$ cat src/rtl/assert_macros.svh
// assertion macros shared by the rtl files of the servo duty slew limiter
// no dependencies; included by the top level
`ifndef ASSERT_MACROS_SVH
`define ASSERT_MACROS_SVH

`ifndef ASSERT_OFF

// same-cycle implication, checked out of reset
`define ASSERT_IMPLIES(label, clk, rst_n, ante, cons) \
    label: assert property (@(posedge clk) disable iff (!rst_n) (ante) |-> (cons)) \
        else $error("assertion failed");

// next-cycle implication, checked out of reset
`define ASSERT_NEXT(label, clk, rst_n, ante, cons) \
    label: assert property (@(posedge clk) disable iff (!rst_n) (ante) |=> (cons)) \
        else $error("assertion failed");

`else

`define ASSERT_IMPLIES(label, clk, rst_n, ante, cons)
`define ASSERT_NEXT(label, clk, rst_n, ante, cons)

`endif

`endif

$ cat src/rtl/sdsl_pkg.sv
// shared types and constants for the servo duty slew limiter
// no dependencies
package sdsl_pkg;

    localparam int DUTY_WIDTH_DEF = 16;
    localparam int START_DUTY_DEF = 1048;

    localparam int INTERVAL_W = 16;
    localparam int SIZE_W     = 12;
    localparam int TIME_W     = 32;
    localparam int CFG_IDX_W  = 1;
    localparam int CFG_DATA_W = 16;

    localparam logic [INTERVAL_W-1:0] INTERVAL_RST = 16'd10;
    localparam logic [SIZE_W-1:0]     SIZE_RST     = 12'd20;

    // register indexes on the config port
    localparam logic [CFG_IDX_W-1:0] REG_STEP_INTERVAL = 1'b0;
    localparam logic [CFG_IDX_W-1:0] REG_STEP_SIZE     = 1'b1;

    typedef enum logic [1:0] {
        MOTION_IDLE = 2'd0,
        MOTION_UP   = 2'd1,
        MOTION_DOWN = 2'd2
    } motion_t;

    typedef struct packed {
        logic [INTERVAL_W-1:0] step_interval_ms;
        logic [SIZE_W-1:0]     step_size;
    } cfg_t;

endpackage

$ cat src/rtl/sdsl_cmd_if.sv
// command channel: valid/ready handshake carrying one input word
// depends on sdsl_pkg
interface sdsl_cmd_if
    import sdsl_pkg::*;
#(
    parameter int DUTY_WIDTH = DUTY_WIDTH_DEF
);
    logic                  valid;
    logic                  ready;
    logic                  mode;
    logic [DUTY_WIDTH-1:0] target_duty;
    logic [TIME_W-1:0]     now_ms;

    modport source (output valid, output mode, output target_duty, output now_ms,
                    input ready);
    modport sink   (input valid, input mode, input target_duty, input now_ms,
                    output ready);
endinterface

$ cat src/rtl/sdsl_res_if.sv
// result channel: valid/ready handshake carrying one result word
// depends on sdsl_pkg
interface sdsl_res_if
    import sdsl_pkg::*;
#(
    parameter int DUTY_WIDTH = DUTY_WIDTH_DEF
);
    logic                  valid;
    logic                  ready;
    logic [DUTY_WIDTH-1:0] duty;
    logic [1:0]            motion;
    logic                  stepped;

    modport source (output valid, output duty, output motion, output stepped,
                    input ready);
    modport sink   (input valid, input duty, input motion, input stepped,
                    output ready);
endinterface

$ cat src/rtl/sdsl_cfg.sv
// configuration registers: step interval and step size
// depends on sdsl_pkg
module sdsl_cfg
    import sdsl_pkg::*;
(
    input  logic                  clk,
    input  logic                  rst_n,
    input  logic                  cfg_we,
    input  logic [CFG_IDX_W-1:0]  cfg_addr,
    input  logic [CFG_DATA_W-1:0] cfg_wdata,
    output cfg_t                  cfg
);

    cfg_t cfg_reg;
    cfg_t cfg_next;

    always_comb
    begin
        cfg_next = cfg_reg;
        if (cfg_we)
        begin
            case (cfg_addr)
                REG_STEP_INTERVAL: cfg_next.step_interval_ms = cfg_wdata[INTERVAL_W-1:0];
                REG_STEP_SIZE:     cfg_next.step_size        = cfg_wdata[SIZE_W-1:0];
                default:           cfg_next = cfg_reg;
            endcase
        end
    end

    always_ff @(posedge clk or negedge rst_n)
    begin
        if (!rst_n)
        begin
            cfg_reg.step_interval_ms <= INTERVAL_RST;
            cfg_reg.step_size        <= SIZE_RST;
        end
        else
        begin
            cfg_reg <= cfg_next;
        end
    end

    assign cfg = cfg_reg;

endmodule

$ cat src/rtl/sdsl_step.sv
// next-state logic for one word: retarget on a move, timed ramp step on a process
// depends on sdsl_pkg
module sdsl_step
    import sdsl_pkg::*;
#(
    parameter int DUTY_WIDTH = DUTY_WIDTH_DEF
)
(
    input  cfg_t                  cfg,
    input  logic                  mode,
    input  logic [DUTY_WIDTH-1:0] target,
    input  logic [TIME_W-1:0]     now,
    input  logic [DUTY_WIDTH-1:0] cur,
    input  logic [DUTY_WIDTH-1:0] goal,
    input  motion_t               motion,
    input  logic [TIME_W-1:0]     last_time,
    output logic [DUTY_WIDTH-1:0] cur_next,
    output logic [DUTY_WIDTH-1:0] goal_next,
    output motion_t               motion_next,
    output logic [TIME_W-1:0]     last_time_next,
    output logic                  stepped
);

    // one extra bit so the up sum never wraps and the down difference shows a borrow
    localparam int SUM_W = ((DUTY_WIDTH > SIZE_W) ? DUTY_WIDTH : SIZE_W) + 1;

    logic [SUM_W-1:0]  cur_x;
    logic [SUM_W-1:0]  goal_x;
    logic [SUM_W-1:0]  amt_x;
    logic [SUM_W-1:0]  up_sum;
    logic [SUM_W-1:0]  down_diff;
    logic [TIME_W-1:0] elapsed;
    logic              due;

    assign cur_x     = SUM_W'(cur);
    assign goal_x    = SUM_W'(goal);
    assign amt_x     = SUM_W'(cfg.step_size);
    assign up_sum    = cur_x + amt_x;
    assign down_diff = cur_x - amt_x;
    assign elapsed   = now - last_time;
    assign due       = elapsed >= TIME_W'(cfg.step_interval_ms);

    always_comb
    begin
        cur_next       = cur;
        goal_next      = goal;
        motion_next    = motion;
        last_time_next = last_time;
        stepped        = 1'b0;
        if (mode)
        begin
            goal_next = target;
            if (target > cur)
                motion_next = MOTION_UP;
            else if (target < cur)
                motion_next = MOTION_DOWN;
        end
        else if (motion != MOTION_IDLE && due)
        begin
            last_time_next = now;
            stepped        = 1'b1;
            case (motion)
                MOTION_UP:
                begin
                    if (up_sum >= goal_x)
                    begin
                        cur_next    = goal;
                        motion_next = MOTION_IDLE;
                    end
                    else
                    begin
                        cur_next = up_sum[DUTY_WIDTH-1:0];
                    end
                end
                MOTION_DOWN:
                begin
                    // a step at or past zero clamps instead of wrapping
                    if (amt_x >= cur_x || down_diff <= goal_x)
                    begin
                        cur_next    = goal;
                        motion_next = MOTION_IDLE;
                    end
                    else
                    begin
                        cur_next = down_diff[DUTY_WIDTH-1:0];
                    end
                end
                default:
                begin
                    cur_next = cur;
                end
            endcase
        end
    end

endmodule

$ cat src/rtl/servo_duty_slew_limiter.sv
// channel | dir | payload                         | handshake
// cmd     | in  | mode, target_duty, now_ms       | valid/ready
// res     | out | duty, motion, stepped           | valid/ready
// cfg     | in  | cfg_we, cfg_addr, cfg_wdata     | write enable, no wait
//
// one word per cycle sustained unless res stalls; a word passes the input register
// and then the result register; the ramp state is updated as the word leaves the input
// register, so the loop from the ramp state through sdsl_step sets the rate
// reset (async, active low) empties both stages and loads the start duty
// a stalled result holds both stages; cmd.ready stays high while the input stage can move
//
// top level of the servo duty slew limiter
// depends on sdsl_pkg, sdsl_cmd_if, sdsl_res_if, sdsl_cfg, sdsl_step, assert_macros.svh
`include "assert_macros.svh"

module servo_duty_slew_limiter
    import sdsl_pkg::*;
#(
    parameter int DUTY_WIDTH = DUTY_WIDTH_DEF,
    parameter int START_DUTY = START_DUTY_DEF
)
(
    input  logic                  clk,
    input  logic                  rst_n,
    sdsl_cmd_if.sink              cmd,
    sdsl_res_if.source            res,
    input  logic                  cfg_we,
    input  logic [CFG_IDX_W-1:0]  cfg_addr,
    input  logic [CFG_DATA_W-1:0] cfg_wdata
);

    localparam logic [DUTY_WIDTH-1:0] START_VAL = DUTY_WIDTH'(START_DUTY);

    cfg_t cfg;

    // input stage
    logic                  in_valid_reg;
    logic                  in_mode_reg;
    logic [DUTY_WIDTH-1:0] in_target_reg;
    logic [TIME_W-1:0]     in_now_reg;

    // ramp state
    logic [DUTY_WIDTH-1:0] cur_reg;
    logic [DUTY_WIDTH-1:0] goal_reg;
    motion_t               motion_reg;
    logic [TIME_W-1:0]     last_time_reg;
    logic [DUTY_WIDTH-1:0] cur_next;
    logic [DUTY_WIDTH-1:0] goal_next;
    motion_t               motion_next;
    logic [TIME_W-1:0]     last_time_next;
    logic                  stepped_next;

    // result stage
    logic                  res_valid_reg;
    logic [DUTY_WIDTH-1:0] res_duty_reg;
    motion_t               res_motion_reg;
    logic                  res_stepped_reg;

    logic advance;
    logic take;

    assign advance   = in_valid_reg && (!res_valid_reg || res.ready);
    assign cmd.ready = !in_valid_reg || advance;
    assign take      = cmd.valid && cmd.ready;

    sdsl_cfg u_cfg (
        .clk       (clk),
        .rst_n     (rst_n),
        .cfg_we    (cfg_we),
        .cfg_addr  (cfg_addr),
        .cfg_wdata (cfg_wdata),
        .cfg       (cfg)
    );

    sdsl_step #(
        .DUTY_WIDTH (DUTY_WIDTH)
    ) u_step (
        .cfg            (cfg),
        .mode           (in_mode_reg),
        .target         (in_target_reg),
        .now            (in_now_reg),
        .cur            (cur_reg),
        .goal           (goal_reg),
        .motion         (motion_reg),
        .last_time      (last_time_reg),
        .cur_next       (cur_next),
        .goal_next      (goal_next),
        .motion_next    (motion_next),
        .last_time_next (last_time_next),
        .stepped        (stepped_next)
    );

    always_ff @(posedge clk or negedge rst_n)
    begin
        if (!rst_n)
        begin
            in_valid_reg  <= 1'b0;
            res_valid_reg <= 1'b0;
            cur_reg       <= START_VAL;
            goal_reg      <= START_VAL;
            motion_reg    <= MOTION_IDLE;
            last_time_reg <= '0;
        end
        else
        begin
            if (take)
                in_valid_reg <= 1'b1;
            else if (advance)
                in_valid_reg <= 1'b0;

            if (advance)
                res_valid_reg <= 1'b1;
            else if (res.ready)
                res_valid_reg <= 1'b0;

            if (advance)
            begin
                cur_reg       <= cur_next;
                goal_reg      <= goal_next;
                motion_reg    <= motion_next;
                last_time_reg <= last_time_next;
            end
        end
    end

    always_ff @(posedge clk)
    begin
        if (take)
        begin
            in_mode_reg   <= cmd.mode;
            in_target_reg <= cmd.target_duty;
            in_now_reg    <= cmd.now_ms;
        end
        if (advance)
        begin
            res_duty_reg    <= cur_next;
            res_motion_reg  <= motion_next;
            res_stepped_reg <= stepped_next;
        end
    end

    assign res.valid   = res_valid_reg;
    assign res.duty    = res_duty_reg;
    assign res.motion  = res_motion_reg;
    assign res.stepped = res_stepped_reg;

    // idle means the duty sits on its goal
    `ASSERT_IMPLIES(a_idle_at_goal, clk, rst_n, motion_reg == MOTION_IDLE, cur_reg == goal_reg)
    // a ramp never overshoots its goal
    `ASSERT_IMPLIES(a_up_below_goal, clk, rst_n, motion_reg == MOTION_UP, cur_reg <= goal_reg)
    `ASSERT_IMPLIES(a_down_above_goal, clk, rst_n, motion_reg == MOTION_DOWN, cur_reg >= goal_reg)
    // a step records the time of the word that made it
    `ASSERT_NEXT(a_step_time, clk, rst_n, advance && stepped_next, last_time_reg == $past(in_now_reg))

endmodule
$ cat src/flat_wrapper.sv
// flat-port wrapper written by rule: the top's interface ports become plain ports
module servo_duty_slew_limiter_flat import sdsl_pkg::*;
#(
    parameter int DUTY_WIDTH = DUTY_WIDTH_DEF,
    parameter int START_DUTY = START_DUTY_DEF
)
  (clk, rst_n, cfg_we, cfg_addr, cfg_wdata, cmd_valid, cmd_mode, cmd_target_duty, cmd_now_ms, cmd_ready, res_valid, res_duty, res_motion, res_stepped, res_ready);
  sdsl_cmd_if #(.DUTY_WIDTH(DUTY_WIDTH)) cmd_i ();
  sdsl_res_if #(.DUTY_WIDTH(DUTY_WIDTH)) res_i ();
  input  logic clk;
  input  logic rst_n;
  input  logic cfg_we;
  input  logic [CFG_IDX_W-1:0] cfg_addr;
  input  logic [CFG_DATA_W-1:0] cfg_wdata;
  input wire logic [$bits(cmd_i.valid)-1:0] cmd_valid;
  input wire logic [$bits(cmd_i.mode)-1:0] cmd_mode;
  input wire logic [$bits(cmd_i.target_duty)-1:0] cmd_target_duty;
  input wire logic [$bits(cmd_i.now_ms)-1:0] cmd_now_ms;
  output wire logic [$bits(cmd_i.ready)-1:0] cmd_ready;
  output wire logic [$bits(res_i.valid)-1:0] res_valid;
  output wire logic [$bits(res_i.duty)-1:0] res_duty;
  output wire logic [$bits(res_i.motion)-1:0] res_motion;
  output wire logic [$bits(res_i.stepped)-1:0] res_stepped;
  input wire logic [$bits(res_i.ready)-1:0] res_ready;
  assign cmd_i.valid = cmd_valid;
  assign cmd_i.mode = cmd_mode;
  assign cmd_i.target_duty = cmd_target_duty;
  assign cmd_i.now_ms = cmd_now_ms;
  assign cmd_ready = cmd_i.ready;
  assign res_valid = res_i.valid;
  assign res_duty = res_i.duty;
  assign res_motion = res_i.motion;
  assign res_stepped = res_i.stepped;
  assign res_i.ready = res_ready;
  servo_duty_slew_limiter #(.DUTY_WIDTH(DUTY_WIDTH), .START_DUTY(START_DUTY)) u_core (.clk(clk), .rst_n(rst_n), .cmd(cmd_i), .res(res_i), .cfg_we(cfg_we), .cfg_addr(cfg_addr), .cfg_wdata(cfg_wdata));
endmodule
$ cat config.mk
export PLATFORM = sky130hd
export DESIGN_NAME = servo_duty_slew_limiter_flat
export DESIGN_NICKNAME = d
export VERILOG_FILES = /design/src/rtl/sdsl_pkg.sv /design/src/rtl/sdsl_cmd_if.sv /design/src/rtl/sdsl_res_if.sv /design/src/rtl/sdsl_cfg.sv /design/src/rtl/sdsl_step.sv /design/src/rtl/servo_duty_slew_limiter.sv /design/src/flat_wrapper.sv
export VERILOG_INCLUDE_DIRS = /design/src /design/src/rtl
export SDC_FILE = /design/constraint.sdc
export NUM_CORES = 1
export LEC_CHECK = 0
export BUFFER_PORTS_ARGS = -buffer_cell sky130_fd_sc_hd__buf_4
export CORE_MARGIN = 2
export CORE_UTILIZATION = 54
export CTS_CLUSTER_DIAMETER = 40
export CTS_CLUSTER_SIZE = 28
export DETAILED_ROUTE_END_ITERATION = 10
export GPL_ROUTABILITY_DRIVEN = 0
export GPL_TIMING_DRIVEN = 0
export PLACE_DENSITY = 0.7
export SLEW_MARGIN = 30
export SYNTH_ARGS = -nofsm -noshare
export SYNTH_HDL_FRONTEND = slang
export SYNTH_SLANG_ARGS = --single-unit
$ cat constraint.sdc
create_clock -name clk -period 8.3 [get_ports clk]
set_clock_uncertainty 0.2 [all_clocks]
set_input_delay 1.66 -clock clk [delete_from_list [all_inputs] [get_ports clk]]
set_output_delay 1.66 -clock clk [all_outputs]
set_load 0.005 [all_outputs]
Yosys cells after proc, flatten, opt, wreduce, memory -nomap -nowiden

Index checks and enable logic that the tools add are counted.

Bits in registers: 164
Bits in latches: 0
Memory bits (writable): 0
ROM bits: 0
Input bits: 71
Output and inout port bits: 21
Word-level logic and storage cells: 59
Memories: 0

Add/subtract/negate cells: 3
$mul: 0
Div/mod/pow operators: 0
Magnitude comparators: 6
Equality and inequality tests: 2
Shift operators: 0
Muxes and demuxes: 17
Bitwise gates (word level): 2
Reductions and logical operators: 15

Operator list:

| operator                                            | count |
|---|---|
| 2-to-1 mux 16 bit                                   | 4 |
| >= comparator 32 x 16 -> 1 bit                      | 1 |
| one-hot mux 16 bit (2 select lines)                 | 1 |
| subtractor 32 bit                                   | 1 |
| adder 16 x 12 -> 17 bit                             | 1 |
| >= comparator 17 x 16 -> 1 bit                      | 1 |
| less-or-equal comparator 17 x 16 -> 1 bit           | 1 |
| subtractor 16 x 12 -> 17 bit                        | 1 |
| >= comparator 12 x 16 -> 1 bit                      | 1 |
| greater-than comparator 16 bit                      | 1 |
| less-than comparator 16 bit                         | 1 |
| 2-to-1 mux 2 bit                                    | 6 |
| AND reduction 2 bit                                 | 3 |
| nonzero test 2 bit                                  | 3 |
| 2-to-1 mux 1 bit                                    | 5 |
| one-hot mux 2 bit (2 select lines)                  | 1 |
| logical AND 1 bit                                   | 3 |
| logical OR 1 bit                                    | 3 |
| AND reduction 3 bit                                 | 1 |
| equality test 2 x 1 -> 1 bit, second input constant | 1 |
| equality test 2 bit, second input constant          | 1 |
| zero test 1 bit                                     | 2 |
| inverter 1 bit                                      | 2 |

Longest topological paths before layout

Gate-level depths: netlist of the first run.

Word-level depth: 7
Depth in mapped cells: 23
Mapped depth without buffers: 21

Hierarchy

Synthesis of the first run repeated with hierarchy kept, for this count alone.

Cell total of the unflattened synthesis: 1165
Area, all modules: 12117.9 um^2

By module, submodules not included:

| module                  | times used | cells each | area an instance (um^2) | seq. area each (um^2) |
|---|---|---|---|---|
| sdsl_step               | 1          | 888        | 6286.0                  | 0.0 |
| servo_duty_slew_limiter | 1          | 216        | 4713.3                  | 3751.1 |
| sdsl_cfg                | 1          | 61         | 1118.6                  | 705.7 |

Worst setup path after synthesis of the first run

Ideal clock, no wire load.

Kind: reg2reg
Start: reg u_core.in_now_reg[0]
End: reg u_core.res_duty_reg[12], in the netlist u_core.res.duty[12] (data pin)
Setup time: 262 ps
Arrival: 4883 ps
Data required time: 7838 ps
Path slack: 2955 ps
Stages on the path, launching flop included: 23
Path buffers: 2
Clock period less this slack: 5345 ps
Cell sequence: edfxtp_1 inv_1 ha_1 inv_1 fa_1 a21o_1 a22o_1 o211ai_4 o21ba_1 xnor2_1 ha_1 a21oi_1 a21boi_0 or4_1 a2111o_1 nor4_1 nand4_1 a2111o_1 nor3_4 or3_1 buf_4 buf_6 mux2_1

Cells in the longest elaborated chain, start to end: 5

Ends and longest elaborated chain:

| item                           | RTL line                       | RTL |
|---|---|---|
| start: declaration             | servo_duty_slew_limiter.sv:40  | `logic [TIME_W-1:0] in_now_reg;` |
| start signal: assignment       | servo_duty_slew_limiter.sv:132 | `in_now_reg <= cmd.now_ms;` |
| subtractor 32 bit              | sdsl_step.sv:40                | `assign elapsed = now - last_time;` |
| >= comparator 32 x 16 -> 1 bit | sdsl_step.sv:41                | `assign due = elapsed >= TIME_W'(cfg.step_interval_ms);` |
| logical AND 1 bit              | sdsl_step.sv:58                | `else if (motion != MOTION_IDLE && due)` |
| 2-to-1 mux 16 bit              | sdsl_step.sv:58                |  |
| 2-to-1 mux 16 bit              | sdsl_step.sv:50                | `if (mode)` |
| net u_core.cur_next[12]        | servo_duty_slew_limiter.sv:47  | `logic [DUTY_WIDTH-1:0] cur_next;` |
| end signal: assignment         | servo_duty_slew_limiter.sv:136 | `res_duty_reg <= cur_next;` |
| end: declaration               | servo_duty_slew_limiter.sv:55  | `logic [DUTY_WIDTH-1:0] res_duty_reg;` |

The timed path passes the listed nets, and every way through them passes these cells.
A chain may end at the register's enable or synchronous reset.

Final worst setup path of the first run

Start: reg u_core.in_now_reg[0]
End: reg u_core.res_duty_reg[11], in the netlist u_core.res.duty[11] (data pin)

Same word-level chain as after synthesis.

==> results of run 1 <==
==> synth_stat cells (6+ instances only) <==
master,count
buf_2,7
and3_1,7
o21ai_1,14
nand2_1,68
mux2_1,60
o21a_1,13
ha_1,122
xor2_1,9
nor2b_1,13
o21bai_1,9
nand2b_1,10
dfrtp_1,86
inv_1,125
dfstp_2,10
o21ai_0,47
xnor2_1,34
edfxtp_1,68
nand4_1,22
a2111o_1,6
nand3_1,19
nor3_1,20
a21oi_1,66
and2_1,6
a21o_1,29
o211ai_1,14
nor2_1,49
nor4_1,12
mux2_2,29
a31oi_1,8
clkbuf_1,32
a22o_1,11
or3_1,7
==> per-layer routing <==
layer / part of all wire (%) / track usage (%)
met5: 0 / 0
met4: 2.6 / 8.62
met3: 4.1 / 3.73
met2: 50 / 44.1
met1: 43 / 31.8
==> power by group through the flow <==
stage,Sequential [uW],Combinational [uW],Clock [uW]
finish,1230,3110,757
global route,1250,3460,799
CTS,1230,3070,763
detailed placement,1240,3040,0
global placement,1230,2970,0
floorplan,1190,2300,0
==> final timing paths <==
path	end	slack [ps]	depth (start not counted)
max in group asynchronous	u_core.goal_reg[5]	6240	1
min in group asynchronous	u_core.res.valid	1100	1
min	u_core.res.valid	280	1
max	u_core.res.duty[11]	2120	22
max reg2reg	u_core.res.duty[11]	2120	22
min reg2reg	u_core.res.valid	280	1
==> critical path, delay by kind of cell (launching register included) <==
| kind | cells | cell delay, ps |
|---|---|---|
| simple gates | 5 | 1520 |
| compound gates | 8 | 1960 |
| fa+ha+maj | 3 | 850 |
| flops | 1 | 390 |
| buf+inv | 4 | 510 |
| mux | 1 | 340 |
| xor+xnor | 1 | 150 |
==> cell type report <==
| cell class | count | area (sq um) | area share, % |
|---|---|---|---|
| buffer | 42 | 185 | 1.43 |
| clock buffer | 20 | 457 | 3.52 |
| clock inverter | 12 | 96.3 | 0.742 |
| inverter | 125 | 469 | 3.61 |
| multi-input combinational | 805 | 6290 | 48.4 |
| sequential | 164 | 4460 | 34.3 |
| tap | 275 | 344 | 2.65 |
| timing repair buffer | 91 | 689 | 5.31 |
==> stage by stage <==
| step | instances | hold slack [ps] | instance area [sq um] |
|---|---|---|---|
| after global placement | 1502 | 266 | 12400 |
| final | 1534 | 283 | 13000 |
| after global routing | 1534 | 293 | 13000 |
| after floorplan | 1136 | 257 | 11400 |
| after CTS | 1534 | 285 | 13000 |
| after detailed placement | 1502 | 275 | 12400 |
==> logic make-up after synthesis <==
group,after synthesis
compound gates,285
fa+ha+maj,125
xor+xnor,43
buf+inv,167
simple gates,258
mux,94
flops,164
==> flow_summary.yaml, run 1 <==
run_status:
  outcome: "complete, no violations"
pwr:
  comb_power_share_pct: 61.0
  switching_share_pct: 45.2
  p_leak_uw: 0.00584
  power_uw: 5090
  powerDensity_nw_per_um2: 392
  power.internal_uw: 2790
  ir_drop_uv: 207
  p_seq_share_pct: 24.1
  clock_power_share_pct: 14.9
  p_sw_uw: 2300
sta:
  rsz0062_at_grt: "no"
  setup-tns-final_ps: 0
  setup_violations: 0
  fin_crit_ps: 6180
  max_slew_margin_pct: 38.2
  worst_pin_slew_ps: 904
  hold_viol_final: 0
  setup_ws_ps: 2120
  period_share_pct: 74.4
  fmax_mhz: 162
  slew_violations: 0
synthesis:
  synthMuxAreaShare_pct: 9.24
  synth_top_flop_cell: "dfrtp_1"
  yosysTopAreaCell: "dfrtp_1"
  ys_ff_latch: 164
  synth_xor_area_share_pct: 3.31
  async_reset_ff_share_pct: 58.5
  synth_area_leaders: "dfrtp_1, edfxtp_1, ha_1"
  synth_edf_count: 68
  ys_types: 80
  synthCells: 1136
  synth_compound_gate_area_share_pct: 17.0
  synth_top_area_share_pct: 18.9
  synth_nets: 1332
  syn_area_sq_um: 11400
  synth_top_family_by_area: "compound AO/OA/AOI/OAI gates"
  synth_area_per_cell_sq_um: 10.0
  yosysSeqAreaShare_pct: 39.1
  synthSimpleGateAreaFrac_pct: 11.6
  ys_warn_count: 0
  synth_fa_ha_area_share_pct: 13.9
setup_path:
  crit_slowest_cell: "or4_1"
  cp-end-kind: "flip-flop"
  critical_path_class: "flip-flop to flip-flop"
  required_ps: 8290
  critPathMaxFanout: 10
  startpoint: "u_core.in_now_reg[0]"
  startpoint_type: "flip-flop"
  critical_path.max_stage_delay_ps: 550
  cp_data_arrival_time_ps: 6170
  worstReg2RegStart: "u_core.in_now_reg[0]"
  path_cells: "inv_1 -> ha_1 -> inv_1 -> fa_1 -> a21o_1 -> a22o_1 -> o211ai_4 -> o21ba_1 -> xnor2_1 -> ha_1 -> a21oi_1 -> a21boi_0 -> or4_1 -> a2111o_1 -> nor4_1 -> nand4_1 -> a2111o_1 -> nor3_4 -> or3_1 -> buf_4 -> buf_6 -> mux2_1"
clock_tree:
  cts.clk_slew.worst_paths_ps: 70
  cts_buffers: 17
  cts_resized: 0
  clk_latency_ps: 450
  cts_tree: "built"
  clock_sinks: 164
  cts_root_buffer: "clkbuf_16"
  clockBufferDepth: 2
  post_cts_buffers: 0
  hold_buffers: 0
  h-tree-depth: 4
route:
  wirelength_mm: 27.2
  wire_per_inst_um: 17.7
  ant_nets: 0
  drtIter0Drc: 553
  drtPass1Iterations: 6
  drc_errors: 0
  viasPerCell: 5.89
  vias: 9042
cells_and_area:
  layout_commonest_cell: "inv_1"
  final_cell_mix: "inv_1, ha_1, buf_4"
  layout-drive-gt1-share_pct: 14.8
  antennaDiodeCount: 0
  syn2layout_area_growth_pct: 14.0
  nets: 1442
  n_fill_cell: 1770
  utilization_pct: 62.2
global_routing:
  overflow: 0
  grt_pass1_vias: 8815
  grt_usage_pct: 25.1
  grt_max_degree: 97
  antenna_found_initial: 0
  grt_pass1_wl_mm: 43.9
floorplanning:
  die_h_um: 149
  placementRows: 53
  ioPinCount: 92
  core-area_sq_um: 20900
  dieArea_sq_um: 22300
  die_x_um: 149
  start_util_pct: 54.5
flow_run:
  cap_violations: 0
place:
  place_ws_ps: 2240
  place.port_buffers: 91
  dpl.hpwl_mm: 21.1
hold_path:
  hold_path_class: "flip-flop to flip-flop"
  hp-start: "u_core.in_valid_reg"
Power figures use the tool's default switching activity.
==> run 2: changes to the inputs <==
--- a/config.mk
+++ b/config.mk
@@ -14,7 +14,7 @@
 export DETAILED_ROUTE_END_ITERATION = 10
 export GPL_ROUTABILITY_DRIVEN = 0
 export GPL_TIMING_DRIVEN = 0
-export PLACE_DENSITY = 0.7
+export PLACE_DENSITY = 0.73
 export SLEW_MARGIN = 30
 export SYNTH_ARGS = -nofsm -noshare
 export SYNTH_HDL_FRONTEND = slang
==> constraint.sdc (replaced) <==
create_clock -name clk -period 5.6 [get_ports clk]
set_clock_uncertainty 0.2 [all_clocks]
set_input_delay 1.12 -clock clk [delete_from_list [all_inputs] [get_ports clk]]
set_output_delay 1.12 -clock clk [all_outputs]
set_load 0.005 [all_outputs]
==> run 2 against run 1 <==
Combinational power is 57% higher. Flip-flop and latch count stayed put. Cell area is 2.9% higher. Critical path depth is 1 lower. Via count is 1.0% higher. First-iteration DRC count is 45% higher. Global-route usage is 0.11 points lower. Worst hold slack hardly changed. Routed wire length is 0.82% higher. Die area stayed put.
==> flow_summary.yaml, run 2 (synthesis results as in run 1) <==
cells_and_area:
  final_cell_mix: "inv_1, ha_1, buf_4"
  design_area_sq_um: 13400
  layout_commonest_cell: "inv_1"
  n_fill_cell: 1719
  layout-drive-gt1-share_pct: 19.3
  syn2layout_area_growth_pct: 17.3
  nets: 1458
  antennaDiodeCount: 0
sta:
  period_share_pct: 99.1
  setup_violations: 0
  hold_ws_ps: 283
  fin_crit_ps: 5550
  worst_pin_slew_ps: 769
  rsz0062_at_grt: "yes"
  max_slew_margin_pct: 47.4
  hold_viol_final: 0
  setup_ws_ps: 52.4
  slew_violations: 0
  fmax_mhz: 180
run_status:
  outcome: "complete, no violations"
clock_tree:
  cts_root_buffer: "clkbuf_16"
  clock_sinks: 164
  hold_buffers: 0
  cts_tree: "built"
  clockBufferDepth: 2
  cts_buffers: 17
  cts.clk_slew.worst_paths_ps: 70
  h-tree-depth: 4
  clk_latency_ps: 440
setup_path:
  startpoint_type: "flip-flop"
  crit_slowest_cell: "or4_1"
  critical_path.max_stage_delay_ps: 400
  critical_path_class: "flip-flop to flip-flop"
  path_delay_family: "compound AO/OA/AOI/OAI gates"
  path_cells: "inv_1 -> ha_2 -> inv_2 -> fa_2 -> a21o_1 -> a22o_1 -> o211ai_4 -> o21ba_4 -> xnor2_2 -> ha_1 -> a21oi_2 -> a21boi_2 -> or4_1 -> a2111o_1 -> nor4_2 -> nand4_1 -> a2111o_1 -> nor3_4 -> or3_4 -> clkbuf_16 -> mux2_4"
  cp_data_arrival_time_ps: 5540
  cp.buffers_inverters: 3
  cp-end-kind: "flip-flop"
  crit_top_cell: "a2111o_1"
  critPathMaxFanout: 5
  required_ps: 5590
floorplanning:
  core-area_sq_um: 20900
  die_h_um: 149
  dieArea_sq_um: 22300
  die_x_um: 149
  ioPinCount: 92
  placementRows: 53
  start_util_pct: 54.5
pwr:
  ir_drop_uv: 272
  power_uw: 7840
  powerDensity_nw_per_um2: 587
  p_leak_uw: 0.00604
global_routing:
  grt_pass1_vias: 8807
  antenna_found_initial: 0
  grt_pass1_wl_mm: 43.7
  grt_usage_pct: 25.0
  overflow: 0
  grt_max_degree: 97
route:
  drc_errors: 0
  drtIter0Drc: 803
  drtPass1Iterations: 5
  wire_per_inst_um: 17.7
  viasPerCell: 5.89
  ant_nets: 0
  wirelength_mm: 27.4
  vias: 9136
place:
  place.port_buffers: 91
  placed_area_sq_um: 12400
  place_ws_ps: -427
  dpl.hpwl_mm: 20.8
flow_run:
  cap_violations: 0
hold_path:
  hold_path_class: "flip-flop to flip-flop"
## run 2: report_power, final
group / switching, uW / total [uW] / internal [uW] / leakage (uW)
Clock: 515 / 1140 / 628 / 0.000265
Sequential: 212 / 1820 / 1610 / 0.00180
Combinational: 2730 / 4880 / 2150 / 0.00397
Total: 3460 / 7840 / 4380 / 0.00604
## run 2: per-layer routing
layer / up-vias / wire (um) / track usage (%) / part of all wire, %
li1: 4392 / - / - / -
met1: 4401 / 11700 / 32.0 / 43
met2: 284 / 13700 / 42.9 / 50
met3: 59 / 1190 / 3.55 / 4.4
met4: 0 / 816 / 10.1 / 3.0
met5: - / 0 / 0 / 0
## run 2: through the flow
step	util (%)	std cells	TNS, ps
2_1_floorplan	-	1136	0
3_3_place_gp	59.4	1502	-11110
3_5_place_dp	59.5	1502	-15660
4_1_cts	62.6	1539	0
5_1_grt	64.0	1550	-6340
6_report	64.0	1550	0
## run 2: area by class of cell
class	count	area, sq um	area share, %
clock buffers	22	454	3.40
multi-input cells	805	6460	48.3
inverters	125	469	3.51
plain buffers	37	193	1.44
well taps	275	344	2.57
repair buffers	112	885	6.62
clock inverters	10	103	0.768
flip-flops and latches	164	4460	33.3
## run 2: worst reg2reg max path: cells and delay by family (launching register included)
kind | cells | cell delay (ps)
buf+inv | 3 | 280
xor+xnor | 1 | 60
fa+ha+maj | 3 | 900
flops | 1 | 380
mux | 1 | 290
compound gates | 8 | 1820
simple gates | 5 | 1340
## run 2: timing repair
item | CTS | global route
cloned | 0 | 1
endpoints found under the hold margin | 0 | 0
buffers inserted | 6 | 14
pin swaps | 6 | 20
setup endpoints to repair | 66 | 68
gates resized for setup | 12 | 53
## run 2: worst paths after layout
kind                                         start                 endpoint  slack (ps)  cells after the start
max                           u_core.in_now_reg[0]       u_core.res.duty[9]          50                     21
min                        u_core.last_time_reg[3]  u_core.last_time_reg[3]         280                      1
max reg2reg                   u_core.in_now_reg[0]       u_core.res.duty[9]          50                     21
min reg2reg                u_core.last_time_reg[3]  u_core.last_time_reg[3]         280                      1
max in group asynchronous                    rst_n  u_core.last_time_reg[0]        4090                      1
min in group asynchronous                    rst_n        u_core.cur_reg[9]         570                      1
==> run 3: changes to the inputs <==
--- a/config.mk
+++ b/config.mk
@@ -15,6 +15,7 @@
 export GPL_ROUTABILITY_DRIVEN = 0
 export GPL_TIMING_DRIVEN = 0
 export PLACE_DENSITY = 0.73
+export SETUP_SLACK_MARGIN = 0.1
 export SLEW_MARGIN = 30
 export SYNTH_ARGS = -nofsm -noshare
 export SYNTH_HDL_FRONTEND = slang
==> run 3 against run 2 <==
The run now ends with setup timing left. Total power rose by 2.6%. Routed wire length increased by 2.1%. Largest power group unchanged. Flip-flop and latch count stayed put. Critical path depth is 2 higher. Largest cell class unchanged. Cell area up 1.9%. First-iteration DRC count is 19% lower. Fmax is 1.5% lower. Sequential power hardly changed. Critical endpoint unchanged. Core utilization up 1.2 points. Highest routed layer unchanged.
==> flow_summary.yaml, run 3 (synthesis results as in run 1) <==
sta:
  max_slew_margin_pct: 46.1
  setup_violations: 39
  setup_ws_ps: -34.4
  worst_pin_slew_ps: 788
  setup-tns-final_ps: -522
  rsz0062_at_grt: "yes"
  hold_viol_final: 0
  period_share_pct: 101
  fin_crit_ps: 5630
  slew_violations: 0
  fmax_mhz: 177
pwr:
  clock_power_share_pct: 14.2
  powerDensity_nw_per_um2: 591
  comb_power_share_pct: 63.2
  switching_share_pct: 43.9
  p_seq_share_pct: 22.6
  power.internal_uw: 4510
  power_uw: 8050
  p_leak_uw: 0.00619
  ir_drop_uv: 269
  p_sw_uw: 3530
cells_and_area:
  final_cell_mix: "inv_1, ha_1, buf_4"
  syn2layout_area_growth_pct: 19.5
  antennaDiodeCount: 0
  instances_no_fill: 1563
  utilization_pct: 65.2
  layout-drive-gt1-share_pct: 21.7
  layout_commonest_cell: "inv_1"
  nets: 1471
global_routing:
  grt_usage_pct: 25.1
  overflow: 0
  grt_pass1_wl_mm: 43.8
  grt_max_degree: 97
  grt_pass1_vias: 8837
  antenna_found_initial: 0
floorplanning:
  die_x_um: 149
  dieArea_sq_um: 22300
  core-area_sq_um: 20900
  ioPinCount: 92
  die_h_um: 149
  start_util_pct: 54.5
  placementRows: 53
setup_path:
  path_cells: "inv_1 -> ha_2 -> inv_2 -> fa_2 -> a21o_1 -> a22o_1 -> o211ai_4 -> o21ba_4 -> xnor2_2 -> ha_4 -> a21oi_2 -> a21boi_2 -> or4_1 -> a2111o_1 -> nor4_2 -> nand4_1 -> a2111o_1 -> nor3_4 -> or3_4 -> buf_6 -> buf_8 -> buf_6 -> mux2_4"
  path_delay_family: "compound AO/OA/AOI/OAI gates"
  critical_path_class: "flip-flop to flip-flop"
  critical_path.max_stage_delay_ps: 410
  startpoint_type: "flip-flop"
  cp-end-kind: "flip-flop"
  crit_slowest_cell: "a2111o_1"
  cp_data_arrival_time_ps: 5630
  cp.buffers_inverters: 5
  critPathMaxFanout: 5
  required_ps: 5590
  regToRegSetupSlack_ps: -30
route:
  vias: 9225
  wirelength_mm: 27.9
  drtIter0Drc: 653
  drc_errors: 0
  viasPerCell: 5.90
  wire_per_inst_um: 17.9
  ant_nets: 0
  drtPass1Iterations: 7
clock_tree:
  clk_latency_ps: 440
  cts_tree: "built"
  clockBufferDepth: 2
  h-tree-depth: 4
  cts_buffers: 17
  cts_root_buffer: "clkbuf_16"
  cts.clk_slew.worst_paths_ps: 70
  clock_sinks: 164
place:
  place.port_buffers: 91
  dpl.hpwl_mm: 20.8
  dpl.cell_count: 1502
run_status:
  outcome: "finished, violations left"
  violations: "setup timing"
hold_path:
  hold_path_class: "flip-flop to flip-flop"
flow_run:
  cap_violations: 0
[run 3: repair_timing]
item | 4_1_cts | 5_1_grt
cloned | 0 | 1
gates resized for setup | 18 | 88
hold buffers | 0 | 0
setup endpoints to repair | 68 | 68
setup buffers | 7 | 24
pin swaps | 9 | 20
[run 3: cell type report]
type                       instances  area, sq um
fill                            1694         7270
multi-input combinational        805         6560
sequential                       164         4460
timing repair buffer             123         1020
inverter                         125          469
clock buffer                      22          454
tap                              275          344
buffer                            39          211
clock inverter                    10          103
[run 3: worst paths after layout]
| path | from | to | depth (start not counted) |
|---|---|---|---|
| worst max-delay path | u_core.in_now_reg[0] | u_core.res.duty[9] | 23 |
| worst min-delay path | u_core.last_time_reg[3] | u_core.last_time_reg[3] | 1 |
| worst max register to register | u_core.in_now_reg[0] | u_core.res.duty[9] | 23 |
| worst min register to register | u_core.last_time_reg[3] | u_core.last_time_reg[3] | 1 |
| max in group asynchronous | rst_n | u_core.last_time_reg[0] | 1 |
| min in group asynchronous | rst_n | u_core.cur_reg[14] | 1 |
[run 3: power groups by stage]
stage / Combinational, uW / Clock [uW] / Sequential [uW]
2_1_floorplan: 3410 / 0 / 1770
3_3_place_gp: 4380 / 0 / 1820
3_5_place_dp: 4470 / 0 / 1840
4_1_cts: 4600 / 1160 / 1820
5_1_grt: 5620 / 1220 / 1860
6_report: 5080 / 1140 / 1820
[run 3: routing by layer]
metal / global-route usage [%] / share of wire, %
met4: 10.3 / 3.4
met1: 32.0 / 42
met5: 0 / 0
met3: 3.70 / 4.7
met2: 42.7 / 49
[run 3: stage by stage]
stage | hold WS, ps | area (sq um) | setup slack [ps]
after floorplan | 257 | 11400 | 255
after global placement | 263 | 12400 | -355
after detailed placement | 275 | 12400 | -427
after CTS | 289 | 13100 | 51.9
after global routing | 293 | 13600 | -202
final | 283 | 13600 | -34.4
